[src/rtl/core/rsf_pkg.sv]
// Types and constants of the regeneration supervisor.
`default_nettype none

package rsf_pkg;

   // Register field widths.
   localparam int PRESSURE_BITS   = 16;
   localparam int SALT_BITS       = 11;
   localparam int REGEN_TIME_BITS = 27;
   localparam int CSR_INDEX_BITS  = 2;
   localparam int CSR_DATA_BITS   = 27;

   // Register indexes on the configuration port.
   localparam logic [CSR_INDEX_BITS-1:0] CSR_MIN_PRESSURE   = 2'd0;
   localparam logic [CSR_INDEX_BITS-1:0] CSR_MIN_SALT       = 2'd1;
   localparam logic [CSR_INDEX_BITS-1:0] CSR_MAX_REGEN_TIME = 2'd2;

   // Register reset values: 20 psi, 10 percent, two minutes.
   localparam logic [PRESSURE_BITS-1:0]   MIN_PRESSURE_RESET   = 16'd320;
   localparam logic [SALT_BITS-1:0]       MIN_SALT_RESET       = 11'd160;
   localparam logic [REGEN_TIME_BITS-1:0] MAX_REGEN_TIME_RESET = 27'd120000;

   // Supervisor states.
   typedef enum logic [1:0] {
      ST_IDLE    = 2'd0,
      ST_MONITOR = 2'd1,
      ST_REGEN   = 2'd2,
      ST_FAULT   = 2'd3
   } state_type;

   // Condition events.
   typedef enum logic [2:0] {
      COND_NONE          = 3'd0,
      COND_DATA_LOSS     = 3'd1,
      COND_LOW_PRESSURE  = 3'd2,
      COND_LOW_SALT      = 3'd3,
      COND_REGEN_STARTED = 3'd4
   } cond_type;

   // Exit events out of regen running.
   typedef enum logic [1:0] {
      EXIT_NONE     = 2'd0,
      EXIT_FAILED   = 2'd1,
      EXIT_TIMER    = 2'd2,
      EXIT_EXTERNAL = 2'd3
   } exit_type;

endpackage

`default_nettype wire

[src/rtl/core/regeneration_supervisor_fsm_unit.sv]
// Regeneration supervisor: one evaluation tick per transfer, one result per tick.
//
// Usage:
//   The req_ channel carries one evaluation tick: data valid flag, pressure,
//   salt level, regenerating flag, millisecond time and the start and abort
//   requests. The rsp_ channel returns one result per tick: new state,
//   condition event, exit event, stop command count and start command.
//   Both channels transfer at a rising edge with valid high and stall low.
//   A tick is registered in the input stage, evaluated from there, and its
//   result is registered in the result stage, which drives rsp_.
//   Throughput: one tick per cycle while rsp_stall is low. The supervisor
//   state register closes a loop through the compare and time subtract logic.
//   The csr_ port writes thresholds and the cycle length; write it only
//   while no tick is in flight.
//   Reset (synchronous, active high) returns the supervisor to idle, clears
//   the timer state, empties both stages and restores the register defaults.
//   When the receiver stalls, the result is held unchanged and one more
//   tick is still taken into the input stage; req_stall then rises.
`default_nettype none

module regeneration_supervisor_fsm_unit #(
   parameter int TIME_BITS = 32
) (
   input  wire                                       clock,
   input  wire                                       reset,
   // Configuration write port.
   input  wire                                       csr_write,
   input  wire  [rsf_pkg::CSR_INDEX_BITS-1:0]        csr_index,
   input  wire  [rsf_pkg::CSR_DATA_BITS-1:0]         csr_wdata,
   // Tick input channel.
   input  wire                                       req_valid,
   output logic                                      req_stall,
   input  wire                                       req_data_valid,
   input  wire  [rsf_pkg::PRESSURE_BITS-1:0]         req_pressure,
   input  wire  [rsf_pkg::SALT_BITS-1:0]             req_salt_level,
   input  wire                                       req_regenerating,
   input  wire  [TIME_BITS-1:0]                      req_now_ms,
   input  wire                                       req_start_request,
   input  wire                                       req_abort_request,
   // Result channel.
   output logic                                      rsp_valid,
   input  wire                                       rsp_stall,
   output logic [1:0]                                rsp_new_state,
   output logic [2:0]                                rsp_condition_event,
   output logic [1:0]                                rsp_exit_event,
   output logic [1:0]                                rsp_stop_commands,
   output logic                                      rsp_start_command
);

   // Width for comparing elapsed time against the cycle length.
   localparam int CMP_BITS = (TIME_BITS > rsf_pkg::REGEN_TIME_BITS) ?
                             TIME_BITS : rsf_pkg::REGEN_TIME_BITS;

   // Configuration registers.
   logic [rsf_pkg::PRESSURE_BITS-1:0]   min_pressure_ff;
   logic [rsf_pkg::SALT_BITS-1:0]       min_salt_ff;
   logic [rsf_pkg::REGEN_TIME_BITS-1:0] max_regen_time_ff;

   // Input stage.
   logic                                op_valid_ff;
   logic                                op_data_valid_ff;
   logic [rsf_pkg::PRESSURE_BITS-1:0]   op_pressure_ff;
   logic [rsf_pkg::SALT_BITS-1:0]       op_salt_ff;
   logic                                op_regen_ff;
   logic [TIME_BITS-1:0]                op_now_ff;
   logic                                op_start_ff;
   logic                                op_abort_ff;

   // Supervisor state.
   rsf_pkg::state_type                  state_ff;
   rsf_pkg::state_type                  state_in;
   logic [TIME_BITS-1:0]                start_time_ff;
   logic [TIME_BITS-1:0]                start_time_in;
   logic                                stop_sent_ff;
   logic                                stop_sent_in;

   // Result stage.
   logic                                rsp_valid_ff;
   rsf_pkg::state_type                  rsp_state_ff;
   rsf_pkg::cond_type                   rsp_cond_ff;
   rsf_pkg::exit_type                   rsp_exit_ff;
   logic [1:0]                          rsp_stops_ff;
   logic                                rsp_start_ff;

   // Evaluation results and working values.
   rsf_pkg::cond_type                   cond_in;
   rsf_pkg::exit_type                   exit_in;
   logic [1:0]                          stops_in;
   logic                                start_in;
   logic                                fault;
   logic                                regen_active;
   logic                                regen_entry;
   logic [TIME_BITS-1:0]                base_time;
   logic                                base_sent;
   logic [TIME_BITS-1:0]                elapsed;
   logic                                timer_expired;

   // Handshake control.
   logic                                req_transfer;
   logic                                advance;

   assign advance      = op_valid_ff && (!rsp_valid_ff || !rsp_stall);
   assign req_stall    = op_valid_ff && !advance;
   assign req_transfer = req_valid && !req_stall;

   // Configuration writes; indexes beyond the list are ignored.
   always_ff @(posedge clock) begin
      if (reset) begin
         min_pressure_ff   <= rsf_pkg::MIN_PRESSURE_RESET;
         min_salt_ff       <= rsf_pkg::MIN_SALT_RESET;
         max_regen_time_ff <= rsf_pkg::MAX_REGEN_TIME_RESET;
      end else if (csr_write) begin
         case (csr_index)
            rsf_pkg::CSR_MIN_PRESSURE: begin
               min_pressure_ff <= csr_wdata[rsf_pkg::PRESSURE_BITS-1:0];
            end
            rsf_pkg::CSR_MIN_SALT: begin
               min_salt_ff <= csr_wdata[rsf_pkg::SALT_BITS-1:0];
            end
            rsf_pkg::CSR_MAX_REGEN_TIME: begin
               max_regen_time_ff <= csr_wdata[rsf_pkg::REGEN_TIME_BITS-1:0];
            end
            default: begin
            end
         endcase
      end
   end

   // Input stage valid flag.
   always_ff @(posedge clock) begin
      if (reset) begin
         op_valid_ff <= 1'b0;
      end else if (req_transfer) begin
         op_valid_ff <= 1'b1;
      end else if (advance) begin
         op_valid_ff <= 1'b0;
      end
   end

   // Input stage payload.
   always_ff @(posedge clock) begin
      if (req_transfer) begin
         op_data_valid_ff <= req_data_valid;
         op_pressure_ff   <= req_pressure;
         op_salt_ff       <= req_salt_level;
         op_regen_ff      <= req_regenerating;
         op_now_ff        <= req_now_ms;
         op_start_ff      <= req_start_request;
         op_abort_ff      <= req_abort_request;
      end
   end

   // Regeneration timer: restart on entry, then measure wrapping elapsed time.
   assign regen_active  = op_data_valid_ff && op_regen_ff;
   assign regen_entry   = (state_ff != rsf_pkg::ST_REGEN);
   assign base_time     = regen_entry ? op_now_ff : start_time_ff;
   assign base_sent     = regen_entry ? 1'b0 : stop_sent_ff;
   assign elapsed       = op_now_ff - base_time;
   assign timer_expired = (CMP_BITS'(elapsed) >= CMP_BITS'(max_regen_time_ff));

   // Next state, events and commands by fixed priority.
   always_comb begin
      state_in      = state_ff;
      start_time_in = start_time_ff;
      stop_sent_in  = stop_sent_ff;
      cond_in       = rsf_pkg::COND_NONE;
      exit_in       = rsf_pkg::EXIT_NONE;
      stops_in      = 2'd0;
      start_in      = 1'b0;
      fault         = 1'b0;

      if (!op_data_valid_ff) begin
         if (state_ff != rsf_pkg::ST_IDLE) begin
            cond_in = rsf_pkg::COND_DATA_LOSS;
         end
         state_in = rsf_pkg::ST_IDLE;
         fault    = 1'b1;
      end else if (op_pressure_ff < min_pressure_ff) begin
         if (state_ff != rsf_pkg::ST_FAULT) begin
            cond_in = rsf_pkg::COND_LOW_PRESSURE;
         end
         state_in = rsf_pkg::ST_FAULT;
         fault    = 1'b1;
      end else if (op_salt_ff < min_salt_ff) begin
         if (state_ff != rsf_pkg::ST_FAULT) begin
            cond_in = rsf_pkg::COND_LOW_SALT;
         end
         state_in = rsf_pkg::ST_FAULT;
         fault    = 1'b1;
      end else if (regen_active) begin
         if (regen_entry) begin
            cond_in = rsf_pkg::COND_REGEN_STARTED;
         end
         start_time_in = base_time;
         stop_sent_in  = base_sent;
         // A single stop once the cycle length is reached.
         if (timer_expired && !base_sent) begin
            stops_in     = stops_in + 2'd1;
            stop_sent_in = 1'b1;
         end
         state_in = rsf_pkg::ST_REGEN;
      end else begin
         state_in = rsf_pkg::ST_MONITOR;
      end

      // Leaving regen running reports how the cycle ended.
      if (state_ff == rsf_pkg::ST_REGEN && state_in != rsf_pkg::ST_REGEN) begin
         if (fault) begin
            stops_in = stops_in + 2'd1;
            exit_in  = rsf_pkg::EXIT_FAILED;
         end else if (stop_sent_ff) begin
            exit_in = rsf_pkg::EXIT_TIMER;
         end else begin
            exit_in = rsf_pkg::EXIT_EXTERNAL;
         end
         stop_sent_in  = 1'b0;
         start_time_in = '0;
         // The machine still runs after a pressure or salt fault.
         if (fault && regen_active) begin
            stops_in = stops_in + 2'd1;
         end
      end

      // Abort wins over start; start only when monitoring.
      if (op_abort_ff) begin
         if (state_in == rsf_pkg::ST_REGEN) begin
            stops_in = stops_in + 2'd1;
         end
      end else if (op_start_ff && !fault && state_in != rsf_pkg::ST_REGEN) begin
         start_in = 1'b1;
      end
   end

   // Supervisor state register, updated as each tick is evaluated.
   always_ff @(posedge clock) begin
      if (reset) begin
         state_ff      <= rsf_pkg::ST_IDLE;
         start_time_ff <= '0;
         stop_sent_ff  <= 1'b0;
      end else if (advance) begin
         state_ff      <= state_in;
         start_time_ff <= start_time_in;
         stop_sent_ff  <= stop_sent_in;
      end
   end

   // Result stage valid flag.
   always_ff @(posedge clock) begin
      if (reset) begin
         rsp_valid_ff <= 1'b0;
      end else if (advance) begin
         rsp_valid_ff <= 1'b1;
      end else if (!rsp_stall) begin
         rsp_valid_ff <= 1'b0;
      end
   end

   // Result stage payload.
   always_ff @(posedge clock) begin
      if (advance) begin
         rsp_state_ff <= state_in;
         rsp_cond_ff  <= cond_in;
         rsp_exit_ff  <= exit_in;
         rsp_stops_ff <= stops_in;
         rsp_start_ff <= start_in;
      end
   end

   // Result channel outputs.
   assign rsp_valid           = rsp_valid_ff;
   assign rsp_new_state       = rsp_state_ff;
   assign rsp_condition_event = rsp_cond_ff;
   assign rsp_exit_event      = rsp_exit_ff;
   assign rsp_stop_commands   = rsp_stops_ff;
   assign rsp_start_command   = rsp_start_ff;

endmodule

`default_nettype wire

[config.mk]
export PLATFORM = sky130hd
export DESIGN_NAME = regeneration_supervisor_fsm_unit
export DESIGN_NICKNAME = d
export VERILOG_FILES = /design/src/rtl/core/rsf_pkg.sv /design/src/rtl/core/regeneration_supervisor_fsm_unit.sv
export SDC_FILE = /design/constraint.sdc
export NUM_CORES = 1
export LEC_CHECK = 0
export BUFFER_PORTS_ARGS = -buffer_cell sky130_fd_sc_hd__buf_2
export CAP_MARGIN = 5
export CORE_UTILIZATION = 55
export CTS_CLUSTER_DIAMETER = 150
export DETAILED_ROUTE_END_ITERATION = 8
export GPL_ROUTABILITY_DRIVEN = 1
export MAX_ROUTING_LAYER = met4
export PLACE_DENSITY = 0.76
export SYNTH_ARGS = -nofsm -noshare
export SYNTH_HDL_FRONTEND = slang
export SYNTH_SLANG_ARGS = --single-unit
[constraint.sdc]
create_clock -name clock -period 9.78 [get_ports clock]
set_clock_uncertainty 0.2 [all_clocks]
set_input_delay 0.978 -clock clock [delete_from_list [all_inputs] [get_ports clock]]
set_output_delay 0.978 -clock clock [all_outputs]
set_load 0.005 [all_outputs]
; Yosys cells after proc, flatten, opt, wreduce, memory -nomap -nowiden
; Index checks and enable logic that the tools add are counted.
[totals]
ff_bits = 164
input_bits = 97
output_inout_bits = 12
elab_cells = 111
[op_classes]
addsub = 4
order_cmp = 3
eq_ne = 10
n_mux = 46
bitwise_logic = 1
n_reduce_logical = 26
[op_table]
columns = cell, n
row1 = two-way mux 32 bit, 6
row2 = greater-or-equal comparator 32 x 27 -> 1 bit, 1
row3 = subtractor 32 bit, 1
row4 = two-way mux 2 bit, 12
row5 = two-way mux 1 bit, 23
row6 = less-than comparator 16 bit, 1
row7 = two-way mux 3 bit, 5
row8 = less-than comparator 11 bit, 1
row9 = logical AND 1 bit, 9
row10 = nonzero test 2 bit, 4
row11 = adder 2 x 1 -> 2 bit (second input constant), 3
row12 = equality test 2 bit (second input constant), 3
row13 = zero test 1 bit, 6
row14 = inequality test 2 x 1 -> 1 bit (second input constant), 3
row15 = inequality test 2 bit (second input constant), 3
row16 = AND reduction 2 bit, 3
row17 = AND reduction 5 bit, 1
row18 = equality test 2 x 1 -> 1 bit (second input constant), 1
row19 = zero test 2 bit, 1
row20 = OR reduction 2 bit, 1
row21 = logical OR 1 bit, 1
row22 = inverter 1 bit, 1

; Depth between registers and ports, before layout
; Gate-level depths: netlist of the first run.
[depth]
depth_word = 19
mapped_depth = 31
depth_no_buf = 28

; Worst setup path before layout of the first run
; OpenSTA, ideal clock, no wires.
[synth_timing]
kind = flip-flop to flip-flop
startpoint = register state_ff[0]
endpoint = register rsp_stops_ff[0] (netlist: rsp_stop_commands[0]), data pin
arrival_time_ns = 5.695
required_time_ns = 9.323
path_slack_ns = 3.628
path_stages_with_launch = 31
n_path_buf = 5
path_cell_list = dfxtp_1 -> buf_6 -> nand2b_4 -> buf_6 -> buf_2 -> buf_1 -> mux2i_1 -> ha_1 -> clkbuf_1 -> o21a_1 -> o221ai_1 -> a211oi_1 -> o211a_1 -> nand2_1 -> nand2_1 -> a21oi_1 -> o21ba_2 -> xnor2_1 -> ha_1 -> a211o_1 -> a221oi_1 -> o211ai_1 -> a221oi_1 -> o2111a_2 -> and2_4 -> nor2_1 -> ha_1 -> a21oi_1 -> a311oi_1 -> o22a_1 -> nand2_1
[synth_via]
elab_chain_cells = 19
elab_cells_between_ends = 23
[synth_rtl]
columns = element, line
row1 = "start, declared", regeneration_supervisor_fsm_unit.sv:70  ; rsf_pkg::state_type state_ff;
row2 = "start signal, assigned", regeneration_supervisor_fsm_unit.sv:237  ; state_ff <= rsf_pkg::ST_IDLE;
row3 = "start signal, assigned", regeneration_supervisor_fsm_unit.sv:241  ; state_ff <= state_in;
row4 = inequality test 2 bit, regeneration_supervisor_fsm_unit.sv:155  ; assign regen_entry = (state_ff != rsf_pkg::ST_REGEN);
row5 = two-way mux 32 bit, regeneration_supervisor_fsm_unit.sv:156  ; assign base_time = regen_entry ? op_now_ff : start_time_ff;
row6 = subtractor 32 bit, regeneration_supervisor_fsm_unit.sv:158  ; assign elapsed = op_now_ff - base_time;
row7 = greater-or-equal comparator 32 x 27 -> 1 bit, regeneration_supervisor_fsm_unit.sv:159  ; assign timer_expired = (CMP_BITS'(elapsed) >= CMP_BITS'(max_regen_time_ff));
row8 = logical AND 1 bit, regeneration_supervisor_fsm_unit.sv:197  ; if (timer_expired && !base_sent) begin
row9 = two-way mux 1 bit, regeneration_supervisor_fsm_unit.sv:197
row10 = two-way mux 1 bit, regeneration_supervisor_fsm_unit.sv:190  ; end else if (regen_active) begin
row11 = two-way mux 1 bit, regeneration_supervisor_fsm_unit.sv:184  ; end else if (op_salt_ff < min_salt_ff) begin
row12 = [... 4 more ...], --
row13 = two-way mux 2 bit, regeneration_supervisor_fsm_unit.sv:207  ; if (state_ff == rsf_pkg::ST_REGEN && state_in != rsf_pkg::ST_REGEN) begin
row14 = adder 2 x 1 -> 2 bit, regeneration_supervisor_fsm_unit.sv:220  ; stops_in = stops_in + 2'd1;
row15 = two-way mux 2 bit, regeneration_supervisor_fsm_unit.sv:219  ; if (fault && regen_active) begin
row16 = two-way mux 2 bit (*), regeneration_supervisor_fsm_unit.sv:207
row17 = adder 2 x 1 -> 2 bit, regeneration_supervisor_fsm_unit.sv:227  ; stops_in = stops_in + 2'd1;
row18 = two-way mux 2 bit, regeneration_supervisor_fsm_unit.sv:226  ; if (state_in == rsf_pkg::ST_REGEN) begin
row19 = two-way mux 2 bit (*), regeneration_supervisor_fsm_unit.sv:225  ; if (op_abort_ff) begin
row20 = net stops_in[0], regeneration_supervisor_fsm_unit.sv:88  ; logic [1:0] stops_in;
row21 = "end signal, assigned", regeneration_supervisor_fsm_unit.sv:264  ; rsp_stops_ff <= stops_in;
row22 = "end, declared", regeneration_supervisor_fsm_unit.sv:82  ; logic [1:0] rsp_stops_ff;
; The timed path passes the listed nets; every way through them passes the cells marked *. The select of a mux whose other input is x is not followed.
; A chain may end at the register's enable or synchronous reset.

; Worst setup path in the final report of the first run
[layout_timing]
startpoint = register state_ff[1]
endpoint = register rsp_stops_ff[0] (netlist: rsp_stop_commands[0]), data pin
; Same word-level chain as after synthesis.

==> flow_metrics.tcl, run 1 <==
set metrics [dict create \
    vias 7495 \
    rsz0062_at_grt "no" \
    final.setup.worst_slack_ps 3050 \
    crit_top_cell "ha_1" \
    layout-drive-gt1-share_pct 15.0 \
    port_buffers 108 \
    fmax_mhz 149 \
    grt_start_max_net_pins 64 \
    vias_per_cell 5.75 \
    yosysTopAreaCell "edfxtp_1" \
    peakVddDrop_uv 131 \
    slew_viol_final 0 \
    first_global_vias 7192 \
    synth-simple-area-share_pct 13.9 \
    dp_hpwl_um 15800 \
    syn_avg_cell_area_um2 9.51 \
    drc 0 \
    grt_pass1_wl_um 35700 \
    ios 109 \
    cts.sinks 164 \
    path_class "reg2reg" \
    crit_path_start_kind "flip-flop" \
    synth_top_family_by_area "compound AO/OA/AOI/OAI gates" \
    holdBufCountCts 0 \
    slowest_stage "and2b_1" \
    critPathArrivalTime_ps 6700 \
    post-synth-top-count-cell "nand2_1" \
    cpPeakStageDelay_ps 660 \
    fillers 1387 \
    yosys_warnings 0 \
    crit_required_ps 9750 \
    ys_top_cells_by_count "148 x nand2_1, 91 x dfxtp_1, 90 x a21oi_1, 80 x ha_1, 73 x edfxtp_1" \
    min_path_type "reg2reg" \
    power_density_nw_per_um2 171 \
    start_util_pct 56.4 \
    yosysSeqAreaShare_pct 42.9 \
    slew_headroom_pct 20.6 \
    critPathCaptureType "flip-flop" \
    avgRoutedWirePerCell_um 16.7 \
    preCtsSetupSlack_ps 3100 \
    routabilityCongestion 0.893 \
    nets 1247 \
    synth_top_area_share_pct 23.5 \
    cts_setup_buffers 0 \
    die-height_um 132 \
    die_area_um2 17500 \
    place_area_um2 10000 \
    numCtsBuffers 17 \
    synthCells 983 \
    synth_mux_area_share_pct 2.68 \
    cts_repair_resize_count 0 \
    setup_viol_count_final 0 \
    synth_area_leaders "edfxtp_1 23%, dfxtp_1 19%, ha_1 11%" \
    n_antenna_cell 0 \
    core_um2 16600 \
    clkTransAtPathRegs_ps 70 \
    fin_area_um2 10600 \
    grt_antenna_before_repair 0 \
    synthArstFlopShare_pct 0 \
    synth_fa_ha_area_share_pct 10.8 \
    synthXorXnorAreaFrac_pct 3.28 \
    power_leakage_nw 4.38 \
    core.rowCount 47 \
    die_width_um 132 \
    ys_seq_elements 164 \
    layout_min_cycle_time_ps 6730 \
    maxCapViolCount 0 \
    synth_top_flop_cell "dfxtp_1" \
    timing.final.crit_share_pct 68.8 \
    track_usage_pct 26.4 \
    syn_area_um2 9350 \
    htreeDepth 4 \
    syn_nets 1160 \
    drt_iter0_drc 545 \
    dr.pass1.iters 6 \
    tns_ps 0 \
    cts_root_buf "clkbuf_16" \
    synth_edf_count 73 \
    cts_max_path_buffers 2 \
    synth_cell_types 82 \
    synth-compound-area-share_pct 21.5 \
    status "complete, no violations" \
    overflow 0 \
    drt-total-wl_um 21700 \
    syn2layout_area_growth_pct 13.7 \
    hold_viol 0 \
    ant_nets 0 \
    tightest_slew_ps 1190 \
    clock_latency_ps 430 \
    cp_max_fo 20 \
    cts_tree "yes" \
]
[flip-flops by register name, summed over array words and instances, names as in the netlist, 2 cells and up]
signal,cells
max_regen_time_ff,27
min_pressure_ff,16
min_salt_ff,11
op_now_ff,32
op_pressure_ff,16
op_salt_ff,11
rsp_condition_event,3
rsp_exit_event,2
rsp_new_state,2
rsp_stop_commands,2
start_time_ff,32
state_ff,2
[critical path, delay by kind of cell (launching register included)]
family | cells | cell delay, ps
AO/OA/AOI/OAI | 14 | 3150
AND/OR/NAND/NOR | 8 | 1540
adder cells (fa/ha/maj) | 3 | 870
flip-flops | 1 | 510
XOR/XNOR | 1 | 210
[cell usage in the layout (no fill, tap or decap), drive strengths merged, types with 17 or more instances in the layout]
cell and instances:
o2bb2ai 24, a21oi 90, buf 111, clkbuf 17, inv 79, o21ai 31, nand2 148, o211ai 19
mux2i 25, dfxtp 91, a21o 19, xnor2 23, edfxtp 73, ha 80, nor2 33
[per-stage QoR]
step	total power, mW	utilization [%]	hold WS [ps]	instances
floorplan	1.04	-	232	983
global placement	1.13	60.4	242	1271
detailed placement	1.14	60.4	245	1271
CTS	1.83	64.1	257	1303
global route	1.90	64.1	271	1303
finish	1.81	64.1	257	1303
[cells by family (layout without fill, tap and decap cells)]
group | Yosys count | count (layout)
compound gates | 287 | 287
fa+ha+maj | 81 | 81
simple gates | 276 | 276
xor+xnor | 35 | 35
mux | 25 | 25
flops | 164 | 164
buf+inv | 115 | 215
[layout make-up]
cell class / instances / area [µm²] / share of cell area, %
multi-input combinational: 704 / 4890 / 46.0
sequential: 164 / 4010 / 37.8
timing repair buffer: 111 / 563 / 5.30
clock buffer: 17 / 425 / 4.00
tap: 220 / 275 / 2.59
inverter: 72 / 270 / 2.54
clock inverter: 15 / 185 / 1.74
[power breakdown]
part	switching (mW)	total, mW	internal (mW)
Combinational	0.210	0.361	0.151
Sequential	0.0184	0.767	0.748
Clock	0.299	0.687	0.388
Total	0.528	1.81	1.29
[routing by layer]
| layer | global-route usage (%) | vias to the layer above | share of wire, % |
|---|---|---|---|
| met3 | 4.27 | 31 | 5.4 |
| met4 | 8.24 | 0 | 1.9 |
| met1 | 35.6 | 3468 | 47 |
| li1 | - | 3768 | - |
| met2 | 40.7 | 228 | 45 |
| met5 | - | - | 0 |
[final timing paths]
| check | startpoint | to | slack, ps | cells after the start |
|---|---|---|---|---|
| setup / recovery | state_ff[1] | rsp_stop_commands[0] | 3050 | 26 |
| setup reg to reg | state_ff[1] | rsp_stop_commands[0] | 3050 | 26 |
| hold reg to reg | min_pressure_ff[14] | min_pressure_ff[14] | 260 | 2 |
| hold / removal | min_pressure_ff[14] | min_pressure_ff[14] | 260 | 2 |
(Power assumes the default switching activity.)
==> run 2, diff against run 1 <==
- ABC_AREA: default -> 1
- clock period: 9.78 -> 6.73 ns (I/O delays scaled with it)
==> run 2 against run 1 <==
Against the previous run: sequential cell count did not move; register-to-register slack got worse by 2000 ps; via count rose by 1.0%; sequential share of layout area rose by 0.42 points; utilization fell by 0.25 points; final cell count rose by 12%.
==> flow_metrics.tcl, run 2 <==
set metrics [dict create \
    preCtsSetupSlack_ps 1150 \
    vias_per_cell 5.20 \
    cts_setup_buffers 0 \
    holdWs_ps 209 \
    ios 109 \
    cts_max_path_buffers 2 \
    regArea_um2 4010 \
    die_width_um 132 \
    synth_edf_count 73 \
    htreeDepth 4 \
    p_total_mw 2.66 \
    cts_root_buf "clkbuf_16" \
    use_met2_pct 40.3 \
    syn_area_um2 9240 \
    cpPeakStageDelay_ps 800 \
    synth_top_flop_cell "dfxtp_1" \
    track_usage_pct 25.1 \
    rsz0062_at_grt "no" \
    grt_antenna_before_repair 0 \
    first_global_vias 7140 \
    hold_viol 0 \
    vias 7573 \
    tns_ps 0 \
    avgRoutedWirePerCell_um 13.9 \
    dr.pass1.iters 5 \
    drc 0 \
    synth_top_area_share_pct 23.7 \
    die_area_um2 17300 \
    core_um2 16500 \
    slew_viol_final 0 \
    nets 1401 \
    power_switching_mw 0.832 \
    p_comb_share_pct 24.0 \
    slew_headroom_pct 25.9 \
    synth_cell_types 44 \
    met1_usage_pct 33.0 \
    synth_area_leaders "edfxtp_1 24%, dfxtp_1 20%, ha_1 11%" \
    tightest_slew_ps 1110 \
    slowest_stage "nand2_1" \
    core.rowCount 47 \
    syn2layout_area_growth_pct 13.7 \
    syn_avg_cell_area_um2 8.24 \
    maxCapViolCount 0 \
    routabilityCongestion 0.971 \
    start_util_pct 56.1 \
    ant_nets 0 \
    layout_common_cells "216 x nand2_1, 159 x inv_1, 141 x a21oi_1, 108 x buf_2, 100 x o21ai_0" \
    critPathArrivalTime_ps 5630 \
    internal-power_mw 1.82 \
    cts_repair_resize_count 0 \
    synthArstFlopShare_pct 0 \
    numCtsBuffers 17 \
    yosysTopAreaCell "edfxtp_1" \
    fillers 1440 \
    yosysSeqAreaShare_pct 43.4 \
    setup_viol_count_final 0 \
    clkTransAtPathRegs_ps 70 \
    cts.sinks 164 \
    grt_start_max_net_pins 42 \
    crit_path_start_kind "flip-flop" \
    reg2reg_depth 31 \
    cts_tree "yes" \
    cp_max_fo 36 \
    top_usage_layer "met2" \
    worstHoldEndpoint "op_now_ff[26]" \
    peakVddDrop_uv 204 \
    final_common_cell "nand2_1" \
    syn_nets 1298 \
    layout_min_cycle_time_ps 5650 \
    pwr-share-seq_pct 42.0 \
    holdBufCountCts 0 \
    ys_seq_elements 164 \
    die-height_um 132 \
    min_from "req_now_ms[26]" \
    power_density_nw_per_um2 253 \
    worstReg2RegEnd "rsp_stop_commands[0]" \
    multi_input_area_um2 4460 \
    reg_top3 "op_now_ff x32, start_time_ff x32, max_regen_time_ff x27" \
    crit_buf_inv 4 \
    r2r_slack_ps 1080 \
    overflow 0 \
    met3_usage_pct 4.17 \
    n_antenna_cell 0 \
    port_buffers 108 \
    pwr-share-clk_pct 34.1 \
    status "complete, no violations" \
    drt_iter0_drc 498 \
    drt-total-wl_um 20200 \
    clock_latency_ps 430 \
    min_path_type "in2reg" \
    ys_top_cells_by_count "216 x nand2_1, 160 x inv_1, 141 x a21oi_1, 100 x o21ai_0, 91 x dfxtp_1" \
    cp_top_family "simple AND/OR/NAND/NOR gates" \
    fmax_mhz 177 \
    yosys_warnings 0 \
    switching_share_pct 31.3 \
    timing.final.crit_share_pct 83.9 \
    crit_top_cell "nand2_1" \
    power_leakage_nw 4.72 \
    layout-drive-gt1-share_pct 17.5 \
    synthCells 1121 \
    dp_hpwl_um 15100 \
    grt_pass1_wl_um 33800 \
    crit_required_ps 6710 \
    final.setup.worst_slack_ps 1080 \
    hold_depth 1 \
    post-synth-top-count-cell "nand2_1" \
    critPathCaptureType "flip-flop" \
    reg2reg_from "state_ff[0]" \
    path_class "reg2reg" \
]
## run 2: cell count changes in the layout (fill, tap and decap cells not counted), sizes merged, moves of 21 or more
cell,delta
a21oi,+55
inv,+90
mux2i,-25
nand2,+86
nand3,+23
nor2,+21
o21ai,+73
o2bb2ai,-24
## run 2: kinds of logic after synthesis
kind of cell	Yosys count	share of synthesized area (%)
xor gates and xnor gates	25	2.37
AOI/OAI and AO/OA	283	16.6
adders and majority gates	80	10.8
buffers and inverters	197	8.30
and+or+nand+nor	372	18.5
DFF	164	43.4
## run 2: cell type report
type	count	area share, %
Inverter	165	5.89
Multi-Input combinational cell	760	42.4
Tap cell	220	2.62
Clock buffer	19	4.21
Sequential cell	164	38.2
Timing Repair Buffer	116	5.71
Clock inverter	13	0.940
## run 2: layer usage
| layer | vias to the layer above | wire [µm] |
|---|---|---|
| li1 | 3947 | - |
| met5 | - | 0 |
| met3 | 24 | 932 |
| met1 | 3427 | 9920 |
| met4 | 0 | 239 |
| met2 | 175 | 9130 |
## run 2: power groups by stage
| stage | combinational (mW) | sequential [mW] | clock, mW |
|---|---|---|---|
| final | 0.637 | 1.11 | 0.905 |
| after global routing | 0.729 | 1.12 | 0.956 |
| after CTS | 0.636 | 1.11 | 0.919 |
| after detailed placement | 0.628 | 1.14 | 0 |
| after global placement | 0.615 | 1.14 | 0 |
| after floorplan | 0.471 | 1.13 | 0 |
## run 2: worst reg2reg max path, delay by kind of cell, from the launching register on
kind                     cells  cell delay (ps)
AO/OA/AOI/OAI                6             1010
flip-flops                   1              420
XOR/XNOR                     1              130
adder cells (fa/ha/maj)      3             1000
buffers and inverters        4              270
AND/OR/NAND/NOR             17             2370
## run 2: stage by stage
| stage | instances | utilization, % | cell area, µm² |
|---|---|---|---|
| after floorplan | 1121 | - | 9240 |
| after global placement | 1425 | 60.5 | 9970 |
| after detailed placement | 1425 | 60.5 | 9970 |
| after CTS | 1457 | 63.8 | 10500 |
| after global routing | 1457 | 63.8 | 10500 |
| final | 1457 | 63.8 | 10500 |
## run 2: worst max-delay path by stage
stage                           start  slack, ps  depth (start not counted)                    to
after floorplan           state_ff[1]       1800                         37  rsp_stop_commands[0]
after global placement    state_ff[1]       1130                         34  rsp_stop_commands[0]
after detailed placement  state_ff[0]       1150                         31  rsp_stop_commands[0]
after CTS                 state_ff[0]       1070                         31  rsp_stop_commands[0]
after global routing      state_ff[1]        400                         33  rsp_stop_commands[0]
final                     state_ff[0]       1080                         31  rsp_stop_commands[0]
